## config.mk

```make
export PLATFORM = sky130hd
export DESIGN_NAME = pst_ctrl
export DESIGN_NICKNAME = d
export VERILOG_FILES = /design/src/hdl/pst_pkg.sv /design/src/hdl/pst_ctrl.sv
export SDC_FILE = /design/constraint.sdc
export NUM_CORES = 1
export LEC_CHECK = 0
export ABC_AREA = 1
export CAP_MARGIN = 0
export CELL_PAD_IN_SITES_DETAIL_PLACEMENT = 1
export CELL_PAD_IN_SITES_GLOBAL_PLACEMENT = 1
export CORE_MARGIN = 3
export CORE_UTILIZATION = 37
export CTS_BUF_LIST = sky130_fd_sc_hd__clkbuf_4 sky130_fd_sc_hd__clkbuf_8 sky130_fd_sc_hd__clkbuf_16
export CTS_CLUSTER_DIAMETER = 80
export DETAILED_ROUTE_END_ITERATION = 6
export DONT_BUFFER_PORTS = 1
export MAX_ROUTING_LAYER = met4
export PLACE_DENSITY = 0.7
export SLEW_MARGIN = 20
export SYNTH_ARGS = -nofsm -noshare
export SYNTH_HDL_FRONTEND = slang
export SYNTH_SLANG_ARGS = --single-unit
```

## constraint.sdc

```tcl
create_clock -name clk -period 1.4 [get_ports clk]
set_input_delay 0.07 -clock clk [delete_from_list [all_inputs] [get_ports clk]]
set_output_delay 0.07 -clock clk [all_outputs]
set_load 0.1 [all_outputs]
```

## src/hdl/pst_pkg.sv

```systemverilog
// ---------------------------------------------------------------------------
// pst_pkg: shared types and constants of the polyline stroke tessellator
// Command/status bundles, controller states, register indexes, helpers.
// ---------------------------------------------------------------------------
`default_nettype none
package pst_pkg;

  localparam int SAMPLE_W = 16;
  localparam int COORD_W  = 16;
  localparam int VNUM_W   = 6;
  localparam int BOX_W    = 12;
  localparam int LW_W     = 10;
  localparam int CFG_IDX_W = 2;

  // divider: dividend covers 2*16*(s-low)*uh + span, divisor 2*span
  localparam int DIV_NW = 35;
  localparam int DIV_DW = 18;

  // offset search: 10 result bits, 2k-1 on 11 bits
  localparam int K_W    = 10;
  localparam int T_W    = 11;
  localparam int T2_W   = 22;
  localparam int LEN2_W = 33;
  localparam int TGT_W  = 52;
  localparam int PROD_W = 55;

  localparam logic [CFG_IDX_W-1:0] CFG_BOX_WIDTH  = 2'd0;
  localparam logic [CFG_IDX_W-1:0] CFG_BOX_HEIGHT = 2'd1;
  localparam logic [CFG_IDX_W-1:0] CFG_LINE_WIDTH = 2'd2;

  localparam logic [BOX_W-1:0] PAD_X2 = 12'd4;   // 2 px each side
  localparam logic [BOX_W-1:0] PAD_Y2 = 12'd6;   // 3 px each side
  localparam logic [COORD_W-1:0] ORG_X = 16'd32; // 2 px in 1/16
  localparam int ORG_Y = 48;                     // 3 px in 1/16

  typedef enum logic [4:0] {
    ST_IDLE, ST_CHECK, ST_XGO, ST_XWAIT, ST_YGO, ST_YWAIT, ST_PTWR,
    ST_RDA, ST_RDB, ST_RDI, ST_DIFF, ST_SQ, ST_LEN,
    ST_KT, ST_KM0, ST_KM1, ST_KCMP, ST_EMITP, ST_EMITM
  } pst_state_t;

  typedef enum logic [1:0] {RD_A, RD_B, RD_I} pst_rdsel_t;

  typedef struct packed {
    logic       load;
    logic       chk;
    logic       xdiv_go;
    logic       ydiv_go;
    logic       x_cap;
    logic       y_cap;
    logic       pt_wr;
    logic       idx_clr;
    logic       idx_inc;
    pst_rdsel_t rd_sel;
    logic       cap_a;
    logic       cap_b;
    logic       cap_i;
    logic       sq;
    logic       len;
    logic       k_t;
    logic       k_m0;
    logic       k_m1;
    logic       k_cmp;
    logic       emit_p;
    logic       emit_m;
  } pst_cmd_t;

  typedef struct packed {
    logic n_ok;
    logic div_done;
    logic idx_last;
    logic bit_last;
    logic sel_y;
    logic out_free;
  } pst_stat_t;

  function automatic logic [COORD_W-1:0] sat16(input logic signed [17:0] v);
    logic [COORD_W-1:0] r;
    if (v > 18'sd32767) r = 16'h7FFF;
    else if (v < -18'sd32768) r = 16'h8000;
    else r = v[15:0];
    return r;
  endfunction

endpackage
`default_nettype wire

```

## src/hdl/pst_ctrl.sv

```systemverilog
// ---------------------------------------------------------------------------
// pst_ctrl: sequencer of the stroke tessellator
// Loads samples, runs the fitting pass, then the offset pass per point.
// ---------------------------------------------------------------------------
`default_nettype none
module pst_ctrl
  import pst_pkg::*;
(
  input  wire logic      clk,
  input  wire logic      rst_n,
  input  wire logic      in_tvalid,
  input  wire logic      in_tlast,
  output logic           in_tready,
  input  wire pst_stat_t stat_i,
  output pst_cmd_t       cmd_o
);
  pst_state_t state_r, state_nxt;

  always_ff @(posedge clk) begin
    if (!rst_n) state_r <= ST_IDLE;
    else state_r <= state_nxt;
  end

  always_comb begin
    state_nxt     = state_r;
    cmd_o         = '0;
    cmd_o.rd_sel  = RD_I;
    in_tready     = 1'b0;
    case (state_r)
      ST_IDLE: begin
        in_tready = 1'b1;
        if (in_tvalid) begin
          cmd_o.load = 1'b1;
          if (in_tlast) state_nxt = ST_CHECK;
        end
      end
      ST_CHECK: begin
        if (stat_i.n_ok) begin
          cmd_o.chk     = 1'b1;
          cmd_o.idx_clr = 1'b1;
          state_nxt     = ST_XGO;
        end else begin
          state_nxt = ST_IDLE;
        end
      end
      ST_XGO: begin
        cmd_o.xdiv_go = 1'b1;
        state_nxt     = ST_XWAIT;
      end
      ST_XWAIT: begin
        if (stat_i.div_done) begin
          cmd_o.x_cap = 1'b1;
          state_nxt   = ST_YGO;
        end
      end
      ST_YGO: begin
        cmd_o.ydiv_go = 1'b1;
        state_nxt     = ST_YWAIT;
      end
      ST_YWAIT: begin
        if (stat_i.div_done) begin
          cmd_o.y_cap = 1'b1;
          state_nxt   = ST_PTWR;
        end
      end
      ST_PTWR: begin
        cmd_o.pt_wr = 1'b1;
        if (stat_i.idx_last) begin
          cmd_o.idx_clr = 1'b1;
          state_nxt     = ST_RDA;
        end else begin
          cmd_o.idx_inc = 1'b1;
          state_nxt     = ST_XGO;
        end
      end
      ST_RDA: begin
        cmd_o.rd_sel = RD_A;
        state_nxt    = ST_RDB;
      end
      ST_RDB: begin
        cmd_o.rd_sel = RD_B;
        cmd_o.cap_a  = 1'b1;
        state_nxt    = ST_RDI;
      end
      ST_RDI: begin
        cmd_o.rd_sel = RD_I;
        cmd_o.cap_b  = 1'b1;
        state_nxt    = ST_DIFF;
      end
      ST_DIFF: begin
        cmd_o.cap_i = 1'b1;
        state_nxt   = ST_SQ;
      end
      ST_SQ: begin
        cmd_o.sq  = 1'b1;
        state_nxt = ST_LEN;
      end
      ST_LEN: begin
        cmd_o.len = 1'b1;
        state_nxt = ST_KT;
      end
      ST_KT: begin
        cmd_o.k_t = 1'b1;
        state_nxt = ST_KM0;
      end
      ST_KM0: begin
        cmd_o.k_m0 = 1'b1;
        state_nxt  = ST_KM1;
      end
      ST_KM1: begin
        cmd_o.k_m1 = 1'b1;
        state_nxt  = ST_KCMP;
      end
      ST_KCMP: begin
        cmd_o.k_cmp = 1'b1;
        if (stat_i.bit_last && stat_i.sel_y) state_nxt = ST_EMITP;
        else state_nxt = ST_KT;
      end
      ST_EMITP: begin
        if (stat_i.out_free) begin
          cmd_o.emit_p = 1'b1;
          state_nxt    = ST_EMITM;
        end
      end
      ST_EMITM: begin
        if (stat_i.out_free) begin
          cmd_o.emit_m = 1'b1;
          if (stat_i.idx_last) begin
            state_nxt = ST_IDLE;
          end else begin
            cmd_o.idx_inc = 1'b1;
            state_nxt     = ST_RDA;
          end
        end
      end
      default: state_nxt = ST_IDLE;
    endcase
  end
endmodule
`default_nettype wire

```

==> results of run 1 <==
## logic make-up after synthesis
group                  synth area share [%]
DFF                                   15.39
and+or+nand+nor                       56.54
AOI/OAI and AO/OA                     14.62
buffers and inverters                 13.46
## Yosys cell counts (3+ instances only)
library cell,instances
sky130_fd_sc_hd__dfxtp_1,5
sky130_fd_sc_hd__inv_1,14
sky130_fd_sc_hd__nand2_1,33
sky130_fd_sc_hd__inv_2,6
sky130_fd_sc_hd__nor2_1,22
sky130_fd_sc_hd__nor2_4,4
sky130_fd_sc_hd__nor2_2,3
sky130_fd_sc_hd__nand3_1,6
sky130_fd_sc_hd__o21ai_1,3
sky130_fd_sc_hd__a21oi_1,4
sky130_fd_sc_hd__nand3_2,3
## through the flow
| step | hold WS, ns | cell area, µm² |
|---|---|---|
| floorplan | 0.2606 | 842.1 |
| global placement | 0.2914 | 1266 |
==> reports/qor.log, run 1 <==
qor: outcome.outcome aborted with a tool error
qor: outcome.flow.stopped_at detailed placement (3_5_place_dp)
qor: outcome.stop_error [ERROR DPL-0033] detailed placement checks failed during check placement.
qor: placed_design.port_buffers 0
qor: die.placement_rows 14
qor: yosys.synth_area 650.6 µm²
qor: die.initial_core_util 41.27%
qor: yosys.warnings_from_yosys 0
qor: yosys.number_of_register_bits_inferred_by_synthesis 5
qor: yosys.synth.yosys.seq_area_share 15.38%
qor: yosys.synthDistinctLibCells 23
qor: die.boundaryPins 33
qor: die.dieHeight 47.94 µm
qor: yosys.synth_area_per_cell 5.467 µm²
qor: yosys.synth.top_cell.area_share 19.04%
qor: die.die-width 47.94 µm
qor: yosys.count_of_flip_flops_with_a_built_in_enable_after_synthesis 0
qor: yosys.asyncSetResetFlopFracSynth 0%
qor: yosys.postSynthCellCount 119
qor: placed_design.finalWeightedCongestion 0.8835
qor: placed_design.detailed_place_hpwl 3.190 mm
qor: yosys.synthTopCellsByArea sky130_fd_sc_hd__nand2_1, sky130_fd_sc_hd__dfxtp_1, sky130_fd_sc_hd__nor2_1
qor: yosys.synthFlopType sky130_fd_sc_hd__dfxtp_1
qor: yosys.synth_fp_nets 129
qor: yosys.synth.largest_area_cell sky130_fd_sc_hd__nand2_1
==> run 2, diff against run 1 <==
==> config.mk (replaced) <==
export PLATFORM = sky130hd
export DESIGN_NAME = pst_ctrl
export DESIGN_NICKNAME = d
export VERILOG_FILES = /design/src/hdl/pst_pkg.sv /design/src/hdl/pst_ctrl.sv
export SDC_FILE = /design/constraint.sdc
export NUM_CORES = 1
export LEC_CHECK = 0
export ABC_AREA = 1
export CAP_MARGIN = 0
export CORE_AREA = 3 3 64 66
export DETAILED_ROUTE_END_ITERATION = 6
export DIE_AREA = 0 0 67 69
export DONT_BUFFER_PORTS = 1
export PLACE_DENSITY_LB_ADDON = 0.15
export SLEW_MARGIN = 20
export SYNTH_ARGS = -nofsm -noshare
export SYNTH_HDL_FRONTEND = slang
export SYNTH_SLANG_ARGS = --single-unit
==> run 2 against run 1 <==
The flow now finishes, with violations (setup timing). Synthesized cell count is the same. Synthesized area did not move.
==> reports/qor.log, run 2 <==
qor: outcome.outcome finished with violations
qor: outcome.violations_in_the_final_reports setup timing
qor: final_layout.fin_util 48.97%
qor: final_layout.largest-register state_r
qor: clocking.clockRootBuffer sky130_fd_sc_hd__clkbuf_8
qor: placed_design.finalWeightedCongestion 0.8755 [-0.91%]
qor: clocking.cts_buffer_depth 2
qor: yosys.synth.top_cell.area_share 19.04% [unchanged]
qor: yosys.synthAdderAreaFrac 0% [unchanged]
qor: critical_path.rr_worst_depth 11
qor: timing.rsz0062_at_grt yes
qor: min_path.hold_path_depth 2
qor: critical_path.worstPathMaxFanout 7
qor: timing.top_achievable_clock_speed 658.0 MHz
qor: critical_path.worst-endpoint-required 1.33 ns
qor: timing.fin_crit 1.520 ns
qor: critical_path.r2r_slack 0.01 ns
qor: final_layout.largest_reg_flops 5
qor: placed_design.dp_cells 201
qor: grt.global_route.usage.total 12.64%
qor: grt.antenna_found_initial 0
qor: timing.timing.final.setup_violations 19
qor: min_path.hp-class input pin to flop
qor: yosys.yosys.area_share.xor_xnor 0% [unchanged]
qor: timing.fin_ws -0.1197 ns
qor: final_layout.fin_cells 226
qor: final_layout.most-common-layout-cells sky130_fd_sc_hd__buf_4, sky130_fd_sc_hd__buf_12, sky130_fd_sc_hd__nor2_4, sky130_fd_sc_hd__nand2_1, sky130_fd_sc_hd__nand2_2
qor: final_layout.top_regs state_r (5)
qor: final_layout.layout.filler_cells 351
qor: critical_path.end_kind output pin
qor: grt.grt_pass1_wl 4.595 mm
qor: yosys.number_of_register_bits_inferred_by_synthesis 5 [unchanged]
qor: yosys.synthTopCellsByArea sky130_fd_sc_hd__nand2_1, sky130_fd_sc_hd__dfxtp_1, sky130_fd_sc_hd__nor2_1
qor: clocking.cts-hold-fix-buffers 0
qor: yosys.warnings_from_yosys 0 [unchanged]
qor: critical_path.worst_setup_path_start_kind flop
qor: clocking.cts_inserted_buffers 3
qor: clocking.clock_insertion_delay_worst_skew 0.22 ns
qor: routing.wl_per_cell 12.65 µm
qor: timing.finalMaxSlewViolations 0
qor: critical_path.arrival 1.45 ns
qor: yosys.synth.yosys.seq_area_share 15.38% [unchanged]
qor: power_and_ir_drop.vdd.ir_drop.worst 0.7594 mV
qor: routing.drtPass1Iterations 4
qor: yosys.synthMuxAreaShare 0% [unchanged]
qor: yosys.synth_compound_gate_area_share 14.62% [unchanged]
qor: clocking.cts_tree done
qor: yosys.synth_area 650.6 µm² [unchanged]
qor: final_layout.antenna_cells_inserted 0
qor: critical_path.endpoint_of_the_most_critical_register_to_register_path state_r[1]
qor: timing.worst_slew_margin_rel 81.90%
qor: final_layout.share_of_layout_cells_above_drive_strength_1 74.72%
qor: min_path.worst_hold_path.endpoint state_r[1]
qor: final_layout.layout.nets 189
qor: critical_path.setup.worst_path.start state_r[4]
qor: yosys.synthDistinctLibCells 23 [unchanged]
qor: routing.dr.first_iter.drc_count 18
qor: grt.grt_overflow 0
qor: run.drv.max_cap_violation_count 0
qor: final_layout.syn2layout_area_growth 173.5%
qor: die.boundaryPins 33 [unchanged]
qor: yosys.most_used_standard_cells_in_the_synthesized_netlist sky130_fd_sc_hd__nand2_1, sky130_fd_sc_hd__nor2_1, sky130_fd_sc_hd__inv_1
qor: yosys.post_synth_and_or_nand_nor_area_fraction 56.54% [unchanged]
qor: die.dieHeight 69 µm [+44%]
qor: placed_design.port_buffers 0 [unchanged]
qor: die.initial_core_util 17.91% [-23 points]
qor: yosys.count_of_flip_flops_with_a_built_in_enable_after_synthesis 0 [unchanged]
qor: power_and_ir_drop.power.static_leakage 0.7424 nW
qor: routing.final_antenna_net_count 0
qor: min_path.worstHoldStart rst_n
qor: timing.layout_worst_path_cycle_share 108.5%
qor: routing.post_drt_via_cell_ratio 4.354
qor: die.core_region_area 3633 µm²
qor: clocking.clkSlewWorstSetupHoldPaths 0.03 ns
qor: yosys.asyncSetResetFlopFracSynth 0% [unchanged]
qor: final_layout.multiInputGateArea 700.7 µm²
qor: timing.worstMarginPinSlew 0.2711 ns
qor: routing.dr_total_vias 984
qor: grt.grt_start_max_net_pins 9
qor: die.placement_rows 22 [+8]
qor: yosys.combinational_family_with_the_most_area_after_synthesis simple AND/OR/NAND/NOR gates
qor: clocking.numClockSinks 5
qor: clocking.htree_levels 1
qor: placed_design.detailed_place_hpwl 2.114 mm [-34%]
qor: final_layout.layout.cells.most_common sky130_fd_sc_hd__buf_4
qor: yosys.synth.largest_area_cell sky130_fd_sc_hd__nand2_1
qor: yosys.cell_with_the_most_instances_after_synthesis sky130_fd_sc_hd__nand2_1
qor: timing.clock-skew-final 0.0001939 ns
qor: yosys.postSynthCellCount 119 [unchanged]
qor: yosys.synthFlopType sky130_fd_sc_hd__dfxtp_1
qor: die.design.die.area 4623 µm²
qor: yosys.synth_fp_nets 129 [unchanged]
qor: routing.remaining_drc_errors 0
qor: timing.hold_viol_final 0
qor: routing.totalWireLength 2.858 mm
qor: power_and_ir_drop.power 1.108 mW
qor: critical_path.critical_register_to_register_path_startpoint state_r[4]
qor: grt.vias_in_the_first_global_route 975
qor: die.die-width 67 µm [+40%]
qor: yosys.synth_area_per_cell 5.467 µm² [unchanged]
qor: power_and_ir_drop.p_per_area 622.6 nW/µm²
qor: critical_path.setup.worst_path.class flop to output pin
qor: final_layout.regArea 118.9 µm²
[run 2: cell counts after synthesis]
No cell type changed its count.
[run 2: worst max-delay path by stage]
stage	end	slack, ns	cells past startpoint
after floorplan	cmd_o[13]	-0.53	5
after global placement	state_r[1]	-0.03	7
after detailed placement	state_r[1]	-0.06	7
after CTS	cmd_o[21]	-0.11	5
after global routing	cmd_o[14]	-0.19	6
final	cmd_o[12]	-0.12	6
[run 2: area by class of cell]
| cell class | instances | area share (%) |
|---|---|---|
| repair buffers | 57 | 42.05 |
| inverters | 20 | 5.977 |
| well taps | 48 | 3.376 |
| clock buffers | 4 | 2.532 |
| multi-input cells | 92 | 39.38 |
| flip-flops and latches | 5 | 6.681 |
[run 2: power by group]
part | switching (mW) | internal [mW]
registers | 0.0280 | 0.151
clock network | 0.0680 | 0.195
logic | 0.417 | 0.249
total | 0.513 | 0.595
[run 2: through the flow]
| step | area (µm²) | setup slack (ns) | TNS [ns] | hold WS (ns) |
|---|---|---|---|---|
| 6_report | 1779 | -0.1197 | -1.498 | 0.08597 |
| 3_3_place_gp | 1354 | -0.02688 | -0.06315 | 0.3128 |
| 3_5_place_dp | 1354 | -0.05668 | -0.1819 | 0.3219 |
| 4_1_cts | 1592 | -0.1065 | -0.8945 | 0.09575 |
| 5_1_grt | 1779 | -0.1899 | -3.083 | 0.1076 |
| 2_1_floorplan | 842.1 | -0.5328 | -3.492 | 0.2606 |
[run 2: cell families after synthesis]
group,count (synthesis)
and+or+nand+nor,77
buffers and inverters,22
AOI/OAI and AO/OA,15
DFF,5
[run 2: repair_timing]
action | 4_1_cts | 5_1_grt
pin swaps | 10 | 8
buffers inserted | 12 | 9
cloned | 0 | 0
setup endpoints to repair | 27 | 27
gates resized for setup | 34 | 29
[run 2: critical path, cell delays in order, from the launching register on]
cell	delay, ns
sky130_fd_sc_hd__dfxtp_4	0.37
sky130_fd_sc_hd__buf_12	0.13
sky130_fd_sc_hd__nor2_4	0.15
sky130_fd_sc_hd__inv_2	0.08
sky130_fd_sc_hd__o21ai_2	0.18
sky130_fd_sc_hd__clkinvlp_4	0.14
sky130_fd_sc_hd__buf_12	0.18
[run 2: routing by layer]
layer	share of wire (%)	wire length [µm]	global-route usage, %	vias to the layer above
li1	-	-	-	494
met1	38	1086	14.98	458
met2	56	1605	22.27	26
met3	4.7	134	3.583	6
met4	1.1	31	2.252	0
met5	0	0	0	-
No activity file was read; power rests on OpenSTA's default activity.
==> run 3, diff against run 2 <==
==> constraint.sdc (replaced) <==
create_clock -name clk -period 1.4 [get_ports clk]
set_input_delay 0.28 -clock clk [delete_from_list [all_inputs] [get_ports clk]]
set_output_delay 0.28 -clock clk [all_outputs]
set_load 0.1 [all_outputs]
==> run 3 against run 2 <==
The run still ends with setup timing left. Clock skew grew 0.0027 ns. Combinational power rose by 6.5%. Sequential share of layout area fell by 0.61 points.
==> reports/qor.log, run 3 (synthesized netlist as in run 2, its figures left out) <==
qor: grt.grt_overflow 0 [unchanged]
qor: timing.top_achievable_clock_speed 594.4 MHz [-9.7%]
qor: timing.hold_viol_final 0 [unchanged]
qor: min_path.hp-class input pin to flop
qor: outcome.outcome finished with violations
qor: final_layout.largest_reg_flops 5 [unchanged]
qor: critical_path.crit_slowest_cell sky130_fd_sc_hd__dfxtp_4
qor: routing.final_antenna_net_count 0 [unchanged]
qor: die.dieHeight 69 µm [unchanged]
qor: critical_path.worst-endpoint-required 1.12 ns [-0.21 ns]
qor: outcome.violations_in_the_final_reports setup timing
qor: placed_design.detailed_place_hpwl 2.295 mm [+8.5%]
qor: final_layout.layout.cells.most_common sky130_fd_sc_hd__buf_4
qor: final_layout.layout.nets 208 [+10%]
qor: timing.tns -6.005 ns [-4.507 ns]
qor: routing.remaining_drc_errors 0 [unchanged]
qor: die.placement_rows 22 [unchanged]
qor: timing.fin_ws -0.2825 ns [-0.1628 ns]
qor: critical_path.worstPathMaxFanout 5 [-2]
qor: final_layout.antenna_cells_inserted 0 [unchanged]
qor: timing.fin_crit 1.682 ns [+0.1628 ns]
qor: grt.antenna_found_initial 0 [unchanged]
qor: critical_path.arrival 1.40 ns [-0.05 ns]
qor: grt.global_route.usage.total 13.51% [+0.87 points]
qor: clocking.clock_insertion_delay_worst_skew 0.22 ns [about the same]
qor: routing.dr.first_iter.drc_count 29 [+11]
qor: final_layout.layout.filler_cells 354 [+0.85%]
qor: die.core_region_area 3633 µm² [unchanged]
qor: die.die-width 67 µm [unchanged]
qor: placed_design.port_buffers 0 [unchanged]
qor: routing.wl_per_cell 13.02 µm [+3.0%]
qor: final_layout.share_of_layout_cells_above_drive_strength_1 77.16% [+2.4 points]
qor: final_layout.largest-register state_r
qor: timing.layout_worst_path_cycle_share 120.2% [+12 points]
qor: die.design.die.area 4623 µm² [unchanged]
qor: clocking.clkSlewWorstSetupHoldPaths 0.04 ns [about the same]
qor: final_layout.syn2layout_area_growth 201.0%
qor: critical_path.worst_setup_path_start_kind flop
qor: timing.finalMaxSlewViolations 0 [unchanged]
qor: clocking.cts_inserted_buffers 3 [unchanged]
qor: critical_path.timing.critical_path.cells inv_2, nand2_2, nor2_4, buf_4, buf_6, nand2_2, clkinvlp_4, buf_12
qor: die.initial_core_util 17.91% [unchanged]
qor: grt.grt_pass1_wl 4.974 mm [+8.2%]
qor: routing.totalWireLength 3.191 mm [+12%]
qor: timing.worst_slew_margin_rel 82.85% [+0.95 points]
qor: placed_design.post-place-ws -0.1438 ns [-0.08712 ns]
qor: clocking.numClockSinks 5 [unchanged]
qor: clocking.cts_buffer_depth 2 [unchanged]
qor: clocking.clockRootBuffer sky130_fd_sc_hd__clkbuf_8
qor: placed_design.finalWeightedCongestion 0.9022 [+3.0%]
qor: critical_path.timing.critical_path.slowest_cell_delay 0.36 ns [about the same]
qor: final_layout.regArea 118.9 µm² [unchanged]
qor: timing.rsz0062_at_grt yes
qor: clocking.htree_levels 1 [unchanged]
qor: final_layout.multiInputGateArea 734.5 µm² [+4.8%]
qor: timing.timing.final.setup_violations 28 [+9]
qor: routing.post_drt_via_cell_ratio 4.241 [-2.6%]
qor: power_and_ir_drop.power.static_leakage 0.8689 nW [+17%]
qor: clocking.cts_tree done
qor: routing.drtPass1Iterations 4 [unchanged]
qor: run.drv.max_cap_violation_count 0 [unchanged]
qor: final_layout.fin_util 53.89% [+4.9 points]
qor: critical_path.end_kind output pin
qor: die.boundaryPins 33 [unchanged]
qor: power_and_ir_drop.vdd.ir_drop.worst 0.4045 mV [-47%]
qor: timing.worstMarginPinSlew 0.2566 ns [-0.01454 ns]
qor: timing.clock-skew-final 0.002859 ns [+0.002665 ns]
qor: clocking.cts-hold-fix-buffers 0 [unchanged]
qor: power_and_ir_drop.p_per_area 591.7 nW/µm² [-5.0%]
qor: grt.vias_in_the_first_global_route 1,119 [+15%]
qor: critical_path.critical_path.most_common_cell sky130_fd_sc_hd__nand2_2
qor: final_layout.top_regs state_r (5)
qor: final_layout.most-common-layout-cells sky130_fd_sc_hd__buf_4, sky130_fd_sc_hd__nand2_1, sky130_fd_sc_hd__buf_12
qor: routing.dr_total_vias 1,039 [+5.6%]
qor: grt.grt_start_max_net_pins 7 [-2]
qor: critical_path.setup.worst_path.class flop to output pin
## run 3: changes by cell type in the layout (fill, tap and decap cells not counted), moves of 2 or more
| cell | before | now |
|---|---|---|
| sky130_fd_sc_hd__nand2_4 | 3 | 6 |
| sky130_fd_sc_hd__nand3_1 | 4 | 2 |
| sky130_fd_sc_hd__nand2_2 | 13 | 7 |
| sky130_fd_sc_hd__buf_4 | 23 | 43 |
| sky130_fd_sc_hd__nand3_2 | 3 | 5 |
| sky130_fd_sc_hd__nand2_1 | 19 | 22 |
## run 3: layer usage
layer	vias to the layer above	global-route usage, %	share of wire (%)
li1	531	-	-
met1	483	15.83	38
met2	21	23.69	57
met3	4	3.583	3.3
met4	0	3.378	1.5
met5	-	0	0
## run 3: power by group
group          switching, mW  internal, mW
registers             0.0274         0.151
clock network         0.0756         0.196
logic                  0.419         0.290
## run 3: per-stage QoR
step | hold slack, ns | total power, mW | cells | area [µm²]
2_1_floorplan | 0.4706 | 0.5563 | 119 | 873.3
3_3_place_gp | 0.5156 | 0.7619 | 214 | 1520
3_5_place_dp | 0.5233 | 0.7644 | 214 | 1520
4_1_cts | 0.3009 | 1.125 | 233 | 1799
5_1_grt | 0.3119 | 1.220 | 245 | 1958
6_report | 0.3122 | 1.159 | 245 | 1958
## run 3: worst paths after layout
check / start / end / slack [ns] / cells past startpoint
worst max-delay path: state_r[3] / cmd_o[18] / -0.28 / 8
worst min-delay path: rst_n / state_r[1] / 0.31 / 2
worst max register to register: state_r[4] / state_r[1] / -0.17 / 11
worst min register to register: state_r[1] / state_r[1] / 0.55 / 2
## run 3: critical path, delay by kind of cell (launching register included)
family                 cells  cell delay [ns]
DFF                        1             0.36
and+or+nand+nor            3             0.27
buffers and inverters      5             0.53
## run 3: what timing repair did
| item | in CTS | in global routing |
|---|---|---|
| pin swaps | 13 | 11 |
| setup buffers | 15 | 12 |
| setup endpoints to repair | 28 | 28 |
| gates resized for setup | 34 | 15 |
## run 3: area by class of cell
type,instances,area share [%]
Timing Repair Buffer,76,45.30
Multi-Input combinational cell,92,37.51
Sequential cell,5,6.070
Inverter,20,5.751
Tap cell,48,3.067
Clock buffer,4,2.300
==> run 4, diff against run 3 <==
--- a/config.mk
+++ b/config.mk
@@ -7,9 +7,9 @@
 export LEC_CHECK = 0
 export ABC_AREA = 1
 export CAP_MARGIN = 0
-export CORE_AREA = 3 3 64 66
+export CORE_AREA = 2 2 63 65
 export DETAILED_ROUTE_END_ITERATION = 6
-export DIE_AREA = 0 0 67 69
+export DIE_AREA = 0 0 65 67
 export DONT_BUFFER_PORTS = 1
 export PLACE_DENSITY_LB_ADDON = 0.15
 export SLEW_MARGIN = 20
==> constraint.sdc (replaced) <==
create_clock -name clk -period 1.5 [get_ports clk]
set_input_delay 0.3 -clock clk [delete_from_list [all_inputs] [get_ports clk]]
set_output_delay 0.3 -clock clk [all_outputs]
set_load 0.1 [all_outputs]
==> run 4 against run 3 <==
The flow still finishes with violations (setup timing). Register-to-register slack improved by 0.16 ns. Global-route usage decreased by 0.24 points. Sequential power is 6% lower. Via count is 4.2% lower. Largest cell class unchanged. Largest power group unchanged.
==> reports/qor.log, run 4 (synthesized netlist as in run 2, its figures left out) <==
qor: outcome.outcome finished with violations
qor: outcome.violations_in_the_final_reports setup timing
qor: timing.worst_slew_margin_rel 84.69% [+1.8 points]
qor: timing.layout_worst_path_cycle_share 113.2%
qor: clocking.clkSlewWorstSetupHoldPaths 0.04 ns [about the same]
qor: clocking.cts_tree done
qor: critical_path.setup.worst_path.class flop to output pin
qor: routing.totalWireLength 2.841 mm [-11%]
qor: grt.grt_start_max_net_pins 8 [+1]
qor: power_and_ir_drop.power 1.090 mW [-5.9%]
qor: timing.hold_viol_final 0 [unchanged]
qor: grt.vias_in_the_first_global_route 989 [-12%]
qor: critical_path.worstPathMaxFanout 4 [-1]
qor: clocking.clock_insertion_delay_worst_skew 0.22 ns [about the same]
qor: routing.dr.first_iter.drc_count 25 [-14%]
qor: routing.dr_total_vias 995 [-4.2%]
qor: die.placement_rows 22 [unchanged]
qor: final_layout.largest-register state_r
qor: critical_path.arrival 1.40 ns [about the same]
qor: power_and_ir_drop.p_per_area 566.0 nW/µm² [-4.3%]
qor: clocking.cts_inserted_buffers 3 [unchanged]
qor: final_layout.layout.cells.most_common sky130_fd_sc_hd__buf_4
qor: clocking.clockRootBuffer sky130_fd_sc_hd__clkbuf_8
qor: timing.top_achievable_clock_speed 589.1 MHz
qor: routing.remaining_drc_errors 0 [unchanged]
qor: final_layout.antenna_cells_inserted 0 [unchanged]
qor: final_layout.top_regs state_r (5)
qor: die.design.die.area 4355 µm² [-5.8%]
qor: die.dieHeight 67 µm [-2.9%]
qor: timing.worstMarginPinSlew 0.2294 ns [-0.02723 ns]
qor: final_layout.most-common-layout-cells sky130_fd_sc_hd__buf_4, sky130_fd_sc_hd__nand2_1, sky130_fd_sc_hd__buf_12
qor: final_layout.layout.nets 201 [-3.4%]
qor: timing.clock-skew-final 0.003345 ns [+0.0004861 ns]
qor: power_and_ir_drop.power.static_leakage 0.8312 nW [-4.3%]
qor: final_layout.share_of_layout_cells_above_drive_strength_1 74.21% [-2.9 points]
qor: critical_path.timing.critical_path.cells nor2_4, nand2_2, nor3_4, o21a_4, buf_12
qor: timing.timing.final.setup_violations 27 [-3.6%]
qor: clocking.htree_levels 1 [unchanged]
qor: routing.final_antenna_net_count 0 [unchanged]
qor: grt.antenna_found_initial 0 [unchanged]
qor: timing.finalMaxSlewViolations 0 [unchanged]
qor: power_and_ir_drop.vdd.ir_drop.worst 0.6257 mV [+55%]
qor: placed_design.port_buffers 0 [unchanged]
qor: min_path.hp-class input pin to flop
qor: placed_design.detailed_place_hpwl 2.172 mm [-5.3%]
qor: final_layout.fin_area 1926 µm² [-1.7%]
qor: die.initial_core_util 18.04% [+0.14 points]
qor: critical_path.worst_setup_path_start_kind flop
qor: die.die-width 65 µm [-3.0%]
qor: grt.grt_overflow 0 [unchanged]
qor: die.core_region_area 3606 µm² [-0.76%]
qor: critical_path.worst-endpoint-required 1.20 ns [+0.08 ns]
qor: clocking.cts_buffer_depth 2 [unchanged]
qor: placed_design.finalWeightedCongestion 0.8299 [-8.0%]
qor: critical_path.timing.critical_path.slowest_cell_delay 0.36 ns [about the same]
qor: grt.grt_pass1_wl 4.416 mm [-11%]
qor: critical_path.cell_family_with_most_cp_delay simple AND/OR/NAND/NOR gates
qor: placed_design.dpl-instance-area 1474 µm² [-3.0%]
qor: routing.wl_per_cell 11.94 µm [-8.3%]
qor: die.boundaryPins 33 [unchanged]
qor: run.drv.max_cap_violation_count 0 [unchanged]
qor: final_layout.syn2layout_area_growth 196.0%
qor: timing.fin_crit 1.698 ns
qor: routing.drtPass1Iterations 4 [unchanged]
qor: routing.post_drt_via_cell_ratio 4.181 [-1.4%]
qor: final_layout.largest_reg_flops 5 [unchanged]
qor: critical_path.count_of_buffer_and_inverter_cells_on_the_critical_path 1 [-4]
qor: critical_path.crit_slowest_cell sky130_fd_sc_hd__dfxtp_4
qor: timing.fin_ws -0.1975 ns [+0.08498 ns]
qor: grt.global_route.usage.total 13.27% [-0.24 points]
qor: timing.rsz0062_at_grt yes
qor: clocking.numClockSinks 5 [unchanged]
qor: critical_path.end_kind output pin
-- run 4: changes by cell type in the layout (fill, tap and decap cells not counted), moves of 2 or more --
| cell | before | now |
|---|---|---|
| sky130_fd_sc_hd__buf_4 | 43 | 38 |
| sky130_fd_sc_hd__buf_6 | 11 | 8 |
| sky130_fd_sc_hd__inv_2 | 5 | 2 |
| sky130_fd_sc_hd__inv_4 | 4 | 6 |
| sky130_fd_sc_hd__nand2_2 | 7 | 5 |
-- run 4: layout make-up --
type / count / area (µm²)
Inverter: 20 / 122.6
Sequential cell: 5 / 118.9
Fill cell: 347 / 1680
Tap cell: 48 / 60.06
Timing Repair Buffer: 69 / 835.8
Multi-Input combinational cell: 92 / 743.2
Clock buffer: 4 / 45.04
-- run 4: per-stage QoR --
| stage | cells | setup WS [ns] | setup TNS, ns | util, % | hold slack [ns] |
|---|---|---|---|---|---|
| after floorplan | 119 | -0.6625 | -4.341 | - | 0.4906 |
| after global placement | 209 | -0.1088 | -0.9546 | 40.87 | 0.5289 |
| after detailed placement | 209 | -0.1154 | -1.268 | 40.87 | 0.5339 |
| after CTS | 225 | -0.2375 | -2.987 | 47.57 | 0.3199 |
| after global routing | 238 | -0.2457 | -4.534 | 53.40 | 0.3313 |
| final | 238 | -0.1975 | -2.920 | 53.40 | 0.3258 |
-- run 4: path summary, 6_finish.rpt --
check,from,endpoint,slack (ns),depth (start not counted)
max,state_r[3],cmd_o[13],-0.20,5
min,rst_n,state_r[0],0.33,2
max reg2reg,state_r[1],state_r[1],-0.01,10
min reg2reg,state_r[1],state_r[1],0.55,2
-- run 4: what timing repair did --
item / 4_1_cts / 5_1_grt
endpoints found under the hold margin: 0 / 0
hold buffers: 0 / 0
buffers inserted: 12 / 13
pin swaps: 9 / 18
resized for setup: 30 / 22
setup endpoints to repair: 27 / 27
-- run 4: power by group --
part	switching [mW]	internal, mW	total (mW)
sequential	0.0272	0.141	0.168
combinational	0.402	0.275	0.677
clock	0.0628	0.182	0.245
-- run 4: layer usage --
layer  share of wire, %  up-vias  global-route usage, %
met2                 54       15                  23.58
met3                2.9        0                  2.027
met4                  0        0                  1.596
met1                 43      463                  17.29
li1                   -      517                      -
met5                  0        -                      0
